===== config.mk =====
export PLATFORM = sky130hd
export DESIGN_NAME = frame_window_interleaver_unit
export DESIGN_NICKNAME = d
export VERILOG_FILES = /design/src/hw/rtl/fwi_pkg.sv /design/src/hw/rtl/fwi_ram.sv /design/src/hw/rtl/frame_window_interleaver_unit.sv
export SDC_FILE = /design/constraint.sdc
export NUM_CORES = 2
export LEC_CHECK = 0
export BUFFER_PORTS_ARGS = -buffer_cell sky130_fd_sc_hd__buf_2
export CAP_MARGIN = 20
export CORE_MARGIN = 2
export CORE_UTILIZATION = 63
export CTS_CLUSTER_DIAMETER = 50
export CTS_CLUSTER_SIZE = 28
export DETAILED_ROUTE_END_ITERATION = 16
export PLACE_DENSITY = 0.82
export SYNTH_ARGS = -nofsm -noshare
export SYNTH_HDL_FRONTEND = slang
export SYNTH_SLANG_ARGS = --single-unit

===== constraint.sdc =====
create_clock -name i_clk -period 3.85 [get_ports i_clk]
set_clock_uncertainty 0.05 [all_clocks]
set_input_delay 0.9625 -clock i_clk [delete_from_list [all_inputs] [get_ports i_clk]]
set_output_delay 0.9625 -clock i_clk [all_outputs]
set_load 0.1 [all_outputs]

===== src/hw/rtl/fwi_pkg.sv =====
// ----------------------------------------------------------------------------
// Frame window interleaver package
// Shared types and fixed widths of the frame window interleaver.
// ----------------------------------------------------------------------------
package fwi_pkg;

    localparam int DATA_W = 32;

    typedef logic [DATA_W-1:0] t_word;

    typedef enum logic [1:0] {
        ST_IDLE = 2'b01,
        ST_READ = 2'b10
    } t_state;

endpackage


===== src/hw/rtl/fwi_ram.sv =====
// ----------------------------------------------------------------------------
// Generic single-port-write, single-port-read RAM
// One write and one registered read per cycle.
// ----------------------------------------------------------------------------
module fwi_ram #(
    parameter int WIDTH = 32,
    parameter int DEPTH = 64,
    localparam int AddrW = (DEPTH > 1) ? $clog2(DEPTH) : 1
) (
    input  logic             i_clk,
    input  logic             i_wr_en,
    input  logic [AddrW-1:0] i_wr_addr,
    input  logic [WIDTH-1:0] i_wr_data,
    input  logic             i_rd_en,
    input  logic [AddrW-1:0] i_rd_addr,
    output logic [WIDTH-1:0] o_rd_data
);

    logic [WIDTH-1:0] r_mem [DEPTH];
    logic [WIDTH-1:0] r_rd_data;

    always_ff @(posedge i_clk) begin
        if (i_wr_en) begin
            r_mem[i_wr_addr] <= i_wr_data;
        end
        if (i_rd_en) begin
            r_rd_data <= r_mem[i_rd_addr];
        end
    end

    assign o_rd_data = r_rd_data;

endmodule


===== src/hw/rtl/frame_window_interleaver_unit.sv =====
// ----------------------------------------------------------------------------
// Frame window interleaver
// Keeps a sliding window of range-bin frames in a RAM and, after each frame,
// reads the whole window out bin-major, oldest frame first.
//
//   Channel | Handshake                 | Payload
//   --------+---------------------------+-----------------------------------
//   in      | i_in_valid / o_in_stall   | i_bin_value
//   out     | o_out_valid / i_out_stall | o_window_value, o_is_last
//
// A bin that does not close a frame is written straight into the RAM. The
// closing bin starts a readout of BINS_PER_FRAME * FRAMES_IN_WINDOW items,
// one per cycle from the single RAM read port while the output does not
// stall; the input is stalled until the last RAM read of the readout is issued.
// Reset is synchronous; it empties the window at once through per-entry
// valid bits, so never-written entries read as zero. Output stalls hold the
// readout through an output register and a skid register.
// ----------------------------------------------------------------------------
module frame_window_interleaver_unit #(
    parameter int BINS_PER_FRAME   = 8,
    parameter int FRAMES_IN_WINDOW = 8,
    localparam int Depth = BINS_PER_FRAME * FRAMES_IN_WINDOW,
    localparam int AddrW = (Depth > 1) ? $clog2(Depth) : 1,
    localparam int BinW  = (BINS_PER_FRAME > 1) ? $clog2(BINS_PER_FRAME) : 1,
    localparam int SlotW = (FRAMES_IN_WINDOW > 1) ? $clog2(FRAMES_IN_WINDOW) : 1
) (
    input  logic                i_clk,
    input  logic                i_rst_n,
    input  logic                i_in_valid,
    output logic                o_in_stall,
    input  logic [31:0]         i_bin_value,
    output logic                o_out_valid,
    input  logic                i_out_stall,
    output logic [31:0]         o_window_value,
    output logic                o_is_last
);

    localparam logic [BinW-1:0]  LastBin  = BinW'(BINS_PER_FRAME - 1);
    localparam logic [SlotW-1:0] LastSlot = SlotW'(FRAMES_IN_WINDOW - 1);

    fwi_pkg::t_state r_state, n_state;
    logic [BinW-1:0]  r_wbin, n_wbin;
    logic [SlotW-1:0] r_oldest, n_oldest;
    logic [BinW-1:0]  r_rbin, n_rbin;
    logic [SlotW-1:0] r_rslot, n_rslot;
    logic [SlotW-1:0] r_fcnt, n_fcnt;
    logic [Depth-1:0] r_vld;
    logic             r_pend, r_pend_last, r_pend_vld;
    logic             r_ovalid, n_ovalid;
    logic             r_svalid, n_svalid;
    fwi_pkg::t_word   r_odata, r_sdata;
    logic             r_olast, r_slast;

    logic             wr_en, last_bin, rd_en, rd_last, out_take, out_load;
    logic [AddrW-1:0] wr_addr, rd_addr;
    logic [1:0]       occ;
    logic [SlotW-1:0] next_oldest;
    fwi_pkg::t_word   ram_q, rd_data;

    assign o_in_stall = (r_state != fwi_pkg::ST_IDLE);
    assign wr_en      = (r_state == fwi_pkg::ST_IDLE) && i_in_valid;
    assign last_bin   = (r_wbin == LastBin);
    assign wr_addr    = AddrW'(int'(r_oldest) * BINS_PER_FRAME + int'(r_wbin));
    assign rd_addr    = AddrW'(int'(r_rslot) * BINS_PER_FRAME + int'(r_rbin));
    assign rd_last    = (r_rbin == LastBin) && (r_fcnt == LastSlot);
    assign next_oldest = (r_oldest == LastSlot) ? '0 : r_oldest + 1'b1;

    assign out_take = r_ovalid && !i_out_stall;
    assign out_load = !r_ovalid || out_take;
    assign occ      = {1'b0, r_ovalid} + {1'b0, r_svalid} + {1'b0, r_pend};
    assign rd_en    = (r_state == fwi_pkg::ST_READ)
                      && ((occ < 2'd2) || ((occ == 2'd2) && out_take));
    assign rd_data  = r_pend_vld ? ram_q : '0;

    fwi_ram #(
        .WIDTH(fwi_pkg::DATA_W),
        .DEPTH(Depth)
    ) u_ram (
        .i_clk    (i_clk),
        .i_wr_en  (wr_en),
        .i_wr_addr(wr_addr),
        .i_wr_data(i_bin_value),
        .i_rd_en  (rd_en),
        .i_rd_addr(rd_addr),
        .o_rd_data(ram_q)
    );

    always_comb begin
        n_state  = r_state;
        n_wbin   = r_wbin;
        n_oldest = r_oldest;
        n_rbin   = r_rbin;
        n_rslot  = r_rslot;
        n_fcnt   = r_fcnt;
        unique case (r_state)
            fwi_pkg::ST_IDLE: begin
                if (wr_en) begin
                    if (last_bin) begin
                        n_wbin   = '0;
                        n_oldest = next_oldest;
                        n_rslot  = next_oldest;
                        n_rbin   = '0;
                        n_fcnt   = '0;
                        n_state  = fwi_pkg::ST_READ;
                    end else begin
                        n_wbin = r_wbin + 1'b1;
                    end
                end
            end
            fwi_pkg::ST_READ: begin
                if (rd_en) begin
                    if (r_fcnt == LastSlot) begin
                        n_fcnt  = '0;
                        n_rslot = r_oldest;
                        n_rbin  = r_rbin + 1'b1;
                        if (rd_last) begin
                            n_state = fwi_pkg::ST_IDLE;
                        end
                    end else begin
                        n_fcnt  = r_fcnt + 1'b1;
                        n_rslot = (r_rslot == LastSlot) ? '0 : r_rslot + 1'b1;
                    end
                end
            end
            default: n_state = fwi_pkg::ST_IDLE;
        endcase

        if (out_load) begin
            n_ovalid = r_svalid || r_pend;
            n_svalid = r_svalid && r_pend;
        end else begin
            n_ovalid = 1'b1;
            n_svalid = r_svalid || r_pend;
        end
    end

    always_ff @(posedge i_clk) begin
        if (!i_rst_n) begin
            r_state  <= fwi_pkg::ST_IDLE;
            r_wbin   <= '0;
            r_oldest <= '0;
            r_rbin   <= '0;
            r_rslot  <= '0;
            r_fcnt   <= '0;
            r_vld    <= '0;
            r_pend   <= 1'b0;
            r_ovalid <= 1'b0;
            r_svalid <= 1'b0;
        end else begin
            r_state  <= n_state;
            r_wbin   <= n_wbin;
            r_oldest <= n_oldest;
            r_rbin   <= n_rbin;
            r_rslot  <= n_rslot;
            r_fcnt   <= n_fcnt;
            r_pend   <= rd_en;
            r_ovalid <= n_ovalid;
            r_svalid <= n_svalid;
            if (wr_en) begin
                r_vld[wr_addr] <= 1'b1;
            end
        end
    end

    always_ff @(posedge i_clk) begin
        if (rd_en) begin
            r_pend_last <= rd_last;
            r_pend_vld  <= r_vld[rd_addr];
        end
        if (out_load) begin
            if (r_svalid) begin
                r_odata <= r_sdata;
                r_olast <= r_slast;
            end else if (r_pend) begin
                r_odata <= rd_data;
                r_olast <= r_pend_last;
            end
        end
        if (r_pend && !(out_load && !r_svalid)) begin
            r_sdata <= rd_data;
            r_slast <= r_pend_last;
        end
    end

    assign o_out_valid    = r_ovalid;
    assign o_window_value = r_odata;
    assign o_is_last      = r_olast;

endmodule


* After elaboration in Yosys (flattened, before gate mapping)
Memory sizes are Yosys's and may differ from the RTL's. A register that Yosys moved wholly into a read port is not among the register bits. Index checks and enable logic that the tools add are counted.
Cells by class: reduce and logical (&&, ||, !) cells 24, mux-type cells 35, $lt $le $gt $ge 4, bitwise gates (word level) 1, eq/ne operators 14, $add $sub $neg 9
Operators with widths (count):
- 32-bit 2-to-1 mux | 3
- 64-bit bitwise OR | 1
- 3-bit 2-to-1 mux | 13
- 3-bit one-hot mux with 2 select lines | 3
- 3-bit by 1-bit adder with 3-bit output, second input constant | 5
- 3-bit equality test, second input constant | 5
- 6-bit by 7-bit less-than comparator with 1-bit output, second input constant | 2
- 6-bit by 3-bit adder with 6-bit output | 2
- 2-bit 2-to-1 mux | 5
- 5-bit AND reduction | 2
- 1-bit logical AND | 9
- 1-bit 2-to-1 mux | 8
- 1-bit binary-select mux with 6-bit select | 1
- 1-bit demux with 6-bit select | 1
- 6-bit by 1-bit >= comparator with 1-bit output, second input constant | 1
- 2-bit by 1-bit inequality test with 1-bit output, second input constant | 3
- 2-bit inequality test, second input constant | 3
- 2-bit equality test, second input constant | 2
- 1-bit logical NOT | 4
- 2-bit one-hot mux with 2 select lines | 1
- 2-bit AND reduction | 2
- 4-bit AND reduction | 1
- 2-bit nonzero test | 2
- 1-bit logical OR | 3
- 5 further kinds | 5
Storage, ports and cells: register bits after elaboration 152, memories kept 1, bits in writable memories 2048
Memory list:
- u_ram.r_mem | depth 64, width 32, rd ports 1, clocked after memory_dff 1, write ports 1, RTL line fwi_ram.sv:19 | logic [WIDTH-1:0] r_mem [DEPTH];

* Depth between registers and ports, before layout
depth after elaboration 8, mapped depth 10, gate-level depth less buffers 6

* Modules after synthesis
A second synthesis with hierarchy kept.
Second synthesis, totals: cells, all modules 3867, area, all modules 85365.6 um^2
Modules (own cells, without submodules):
- fwi_ram | cells each 3324, seq. area each 62459.9 um^2, instances 1, area an instance 78835.6 um^2
- frame_window_interleaver_unit | cells each 543, seq. area each 3723.6 um^2, instances 1, area an instance 6530.0 um^2

* Worst setup path before layout
OpenSTA, ideal clock, no wires.
path type register -> register, start reg r_ovalid (netlist: o_out_valid), end reg r_fcnt[0], arrival time 3990 ps, path buffers 0, clock period less this slack 4115 ps, cell stages (with the launch flop) 7, setup slack -265 ps, path through dfxtp_1 -> fa_1 -> or3b_2 -> a21oi_2 -> a21oi_1 -> or4_1 -> a21boi_0
On the way: cells in the longest elaborated chain, start to end 8, elaborated cells between the ends (all ways) 10, those cells by class 2 x add/sub; 1 x order compare; 2 x eq/ne; 5 x reduce/logical
RTL lines:
- start, declared | RTL line frame_window_interleaver_unit.sv:49 | logic r_ovalid, n_ovalid;
- start signal, assigned | RTL line frame_window_interleaver_unit.sv:157 | r_ovalid <= n_ovalid;
- 1-bit by 1-bit adder with 2-bit output | RTL line frame_window_interleaver_unit.sv:70 | assign occ = {1'b0, r_ovalid} + {1'b0, r_svalid} + {1'b0, r_pend};
- 2-bit by 1-bit adder with 2-bit output | RTL line frame_window_interleaver_unit.sv:70
- 2-bit equality test | RTL line frame_window_interleaver_unit.sv:72 | && ((occ < 2'd2) || ((occ == 2'd2) && out_take));
- 1-bit logical AND | RTL line frame_window_interleaver_unit.sv:72
- 1-bit logical OR (*) | RTL line frame_window_interleaver_unit.sv:72
- 1-bit logical AND (*) | RTL line frame_window_interleaver_unit.sv:72
- net rd_en | RTL line frame_window_interleaver_unit.sv:54 | logic wr_en, last_bin, rd_en, rd_last, out_take, out_load;
- 2-bit inequality test (no source line) (*)
- 4-bit AND reduction (no source line) (*)
- end signal, assigned | RTL line frame_window_interleaver_unit.sv:155 | r_fcnt <= n_fcnt;
- end, declared | RTL line frame_window_interleaver_unit.sv:46 | logic [SlotW-1:0] r_fcnt, n_fcnt;
The timed path passes the listed nets; every way through them passes the cells marked *. A chain may end at the register's enable or synchronous reset.

* Worst setup path in the final report
start reg r_rbin[0], end reg u_ram.r_rd_data[6] (netlist: u_ram.o_rd_data[6]) (read register of u_ram.r_mem) (data pin)
On the way: cells in the longest elaborated chain, start to end 1
RTL lines:
- start, declared | RTL line frame_window_interleaver_unit.sv:44 | logic [BinW-1:0] r_rbin, n_rbin;
- start signal, assigned | RTL line frame_window_interleaver_unit.sv:153 | r_rbin <= n_rbin;
- 6-bit by 3-bit adder with 6-bit output | RTL line frame_window_interleaver_unit.sv:64 | assign rd_addr = AddrW'(int'(r_rslot) * BINS_PER_FRAME + int'(r_rbin));
- end, declared | RTL line fwi_ram.sv:20 | logic [WIDTH-1:0] r_rd_data;
Every way passes these cells.

==> impl_metrics.csv <==
group,metric,value,unit
outcome,outcome,"completed",
die,die_h,372,µm
worst_setup_path,r2r_start,"r_rbin[0]",
global_routing,antenna_found_initial,19,
die,num_io_pins,71,
synth,yosys_register_bits,2232,
cells_and_area,fin_util,71.1,%
global_routing,grt_pass1_vias,42800,
synth,syn_nets,3917,
worst_setup_path,reg2regPathDepth,8,
die,die_w,372,µm
detailed_routing,finalWirelength,211000,µm
sta,slew_headroom,26.1,%
worst_setup_path,critPathMaxFanout,16,
global_routing,grt_max_degree,77,
synth,synthCells,3870,
clock_network,h-tree-depth,4,
pwr,power_switching,9460,µW
worst_setup_path,startpoint_type,"flop",
cells_and_area,layout_commonest_cell,"edfxtp_1",
placement,hpwlAfterDp,116000,µm
clock_network,clkTransAtPathRegs,80,ps
detailed_routing,vias_per_cell,7.21,
sta,fin_ws,427,ps
sta,grt_setup_unrepaired,"false",
cells_and_area,area_growth,11.8,%
placement,port_buffers,70,
pwr,leakage,0.0288,µW
placement,place_congestion,0.831,
synth,synth_edf_count,2148,
synth,ys_types,48,
pwr,seqPwrFrac,59.4,%
synth,synth_flop_cell,"edfxtp_1",
clock_network,cts_tree,"yes",
sta,hold_viol,0,
worst_setup_path,critical_path.cell_chain,"buf_12, buf_4, mux4_2, a22oi_1, nand2_1, a2111oi_0, buf_4, nor2_1",
detailed_routing,drc,0,
detailed_routing,wl_per_cell,35.3,µm
synth,avgSynthCellArea,22.0,µm²
placement,place_worst_setup_slack,373,ps
die,start_util,63.6,%
worst_setup_path,critical_path_depth,8,
global_routing,grt_pass1_wl,300000,µm
clock_network,worstSkewPairLatency,820,ps
global_routing,grt-ovfl-total,0,
pwr,p_comb_share,1.6,%
pwr,powerDensity,471,nW/µm²
cells_and_area,layout_common_cells,"edfxtp_1 (2148), mux4_2 (503), clkbuf_16 (160), buf_4 (121), mux2i_1 (115)",
die,dieArea,138000,µm²
detailed_routing,first_pass_iters,6,
sta,max_freq,0.292,GHz
synth,syn_area,85100,µm²
clock_network,cts.sinks,2232,
synth,ys_warn_count,0,
worst_setup_path,crit_buf_inv,3,
cells_and_area,layout-drive-gt1-share,28.4,%
clock_network,cts_root_buffer,"clkbuf_16",
sta,setup_tns,0,ps
synth,yosysSeqAreaShare,77.7,%
sta,setup_viol,0,
clock_network,cts_resized,0,
sta,finalCritPeriodShare,88.9,%
cells_and_area,final_net_count,4133,
sta,tightest_slew,1110,ps
sta,slew_viol_final,0,
pwr,clkPwrFrac,39.1,%
worst_setup_path,crit_path_max_incr_delay,650,ps
global_routing,grtUsageTotal,30.6,%
pwr,vdd_drop_max,0.000450,V
run,drv_cap,0,
worst_setup_path,worstPathArrival,3950,ps
die,core,134000,µm²
die,rows,134,
clock_network,cts_hold_buf,0,
detailed_routing,vias,43200,
detailed_routing,drt_iter0_drc,7225,
worst_setup_path,cp.required,4380,ps
pwr,switching_share,21.1,%
clock_network,cts_setup_buffers,0,
worst_setup_path,crit_type,"flop to flop",
pwr,p_int,35400,µW
worst_setup_path,crit_path_start,"r_rbin[0]",
worst_setup_path,critical_path.endpoint_type,"flop",
detailed_routing,ant_nets,0,
clock_network,clock_path_buffers,3,
sta,fin_crit,3420,ps
hold_path,min_from,"r_vld[14]",
worst_setup_path,path_delay_family,"compound AO/OA/AOI/OAI gates",
hold_path,min_path_type,"flop to flop",
synth,synthArstFlopShare,0,%
hold_path,worstHoldPathCells,1,
worst_setup_path,cp_common_cell,"buf_4",
worst_setup_path,cpMaxStageDelayCell,"dfxtp_4",
clock_network,numCtsBuffers,150,
[worst reg2reg max path: cells and delay by family, from the launching register on]
family	cells	cell delay [ps]
AOI/OAI and AO/OA	2	880
muxes	1	560
and+or+nand+nor	2	220
DFF	1	650
buffers and inverters	3	840
[power groups by stage]
stage | clock network [µW] | registers [µW] | logic, µW
6_report | 17500 | 26600 | 701
5_1_grt | 18400 | 26600 | 736
4_1_cts | 17600 | 26600 | 619
3_5_place_dp | 0 | 27200 | 611
3_3_place_gp | 0 | 27200 | 564
2_1_floorplan | 0 | 27200 | 114
[registers in the layout (all words and copies together) (netlist names), 2 cells and up]
name / count
u_ram.r_mem: 2048
r_sdata: 32
r_fcnt: 3
r_rslot: 3
r_wbin: 3
r_oldest: 3
o_window_value: 32
r_vld: 64
r_rbin: 3
u_ram.o_rd_data: 32
r_state: 2
[layer usage]
layer | vias to the layer above | share of wire [%] | GRT usage [%]
li1 | 16700 | - | -
met1 | 22400 | 35 | 42.7
met2 | 3533 | 49 | 49.4
met3 | 505 | 12 | 6.80
met4 | 18 | 3.3 | 9.36
met5 | - | 0.055 | 0
[area by class of cell]
type / count / area (µm²)
timing repair buffer: 283 / 3100
antenna: 8 / 20.0
clock buffer: 171 / 4060
clock inverter: 110 / 1330
fill: 7261 / 38600
tap: 1768 / 2210
inverter: 1 / 3.75
multi-input combinational: 1418 / 18300
sequential: 2232 / 66200
[synthesized netlist by cell type (2+ instances only)]
library cell,count,area share (%)
a21oi_1,20,0.12
nor2_1,135,0.60
a211o_1,5,0.051
a211oi_1,38,0.34
nor4_1,13,0.096
o21ai_0,57,0.34
nand3_1,7,0.041
or3_1,7,0.051
o21ai_1,9,0.053
mux2_2,65,0.86
a21boi_0,7,0.062
a31oi_1,6,0.044
nor3_1,8,0.047
edfxtp_1,2148,76
dfxtp_1,84,2.0
or3b_2,2,0.021
ha_1,10,0.15
a2111oi_0,11,0.11
mux4_2,503,13
a221oi_1,59,0.61
buf_1,14,0.062
nor2b_1,46,0.34
a22oi_1,37,0.33
nand3b_1,5,0.044
buf_2,70,0.41
and2_1,44,0.32
nand2_1,62,0.27
o221ai_1,14,0.14
or2_2,2,0.015
mux2i_1,115,1.4
o21a_1,65,0.57
buf_6,20,0.26
o22ai_1,21,0.15
a22o_1,18,0.19
nand2b_1,12,0.088
o41ai_1,6,0.062
buf_4,31,0.27
clkbuf_1,84,0.37
[logic make-up after synthesis]
| logic type | share of synthesized area (%) |
|---|---|
| AND/OR/NAND/NOR | 1.97 |
| AO/OA/AOI/OAI | 3.20 |
| buffers and inverters | 1.39 |
| adder cells (fa/ha/maj) | 0.182 |
| flip-flops | 77.7 |
| multiplexers | 15.5 |
[worst paths after layout]
| path | endpoint | slack [ps] |
|---|---|---|
| max | u_ram.o_rd_data[6] | 430 |
| min reg2reg | r_vld[14] | 420 |
| min | r_vld[14] | 420 |
| max reg2reg | u_ram.o_rd_data[6] | 430 |
[per-stage QoR]
| step | hold WS, ps | instance area (µm²) | total power [µW] | std cells |
|---|---|---|---|---|
| 2_1_floorplan | 372 | 85100 | 27300 | 3870 |
| 3_3_place_gp | 391 | 89200 | 27700 | 5675 |
| 3_5_place_dp | 400 | 89300 | 27800 | 5677 |
| 4_1_cts | 418 | 94700 | 44800 | 5958 |
| 5_1_grt | 434 | 95200 | 45700 | 5985 |
| 6_report | 418 | 95200 | 44800 | 5991 |
(Power assumes the default switching activity.)
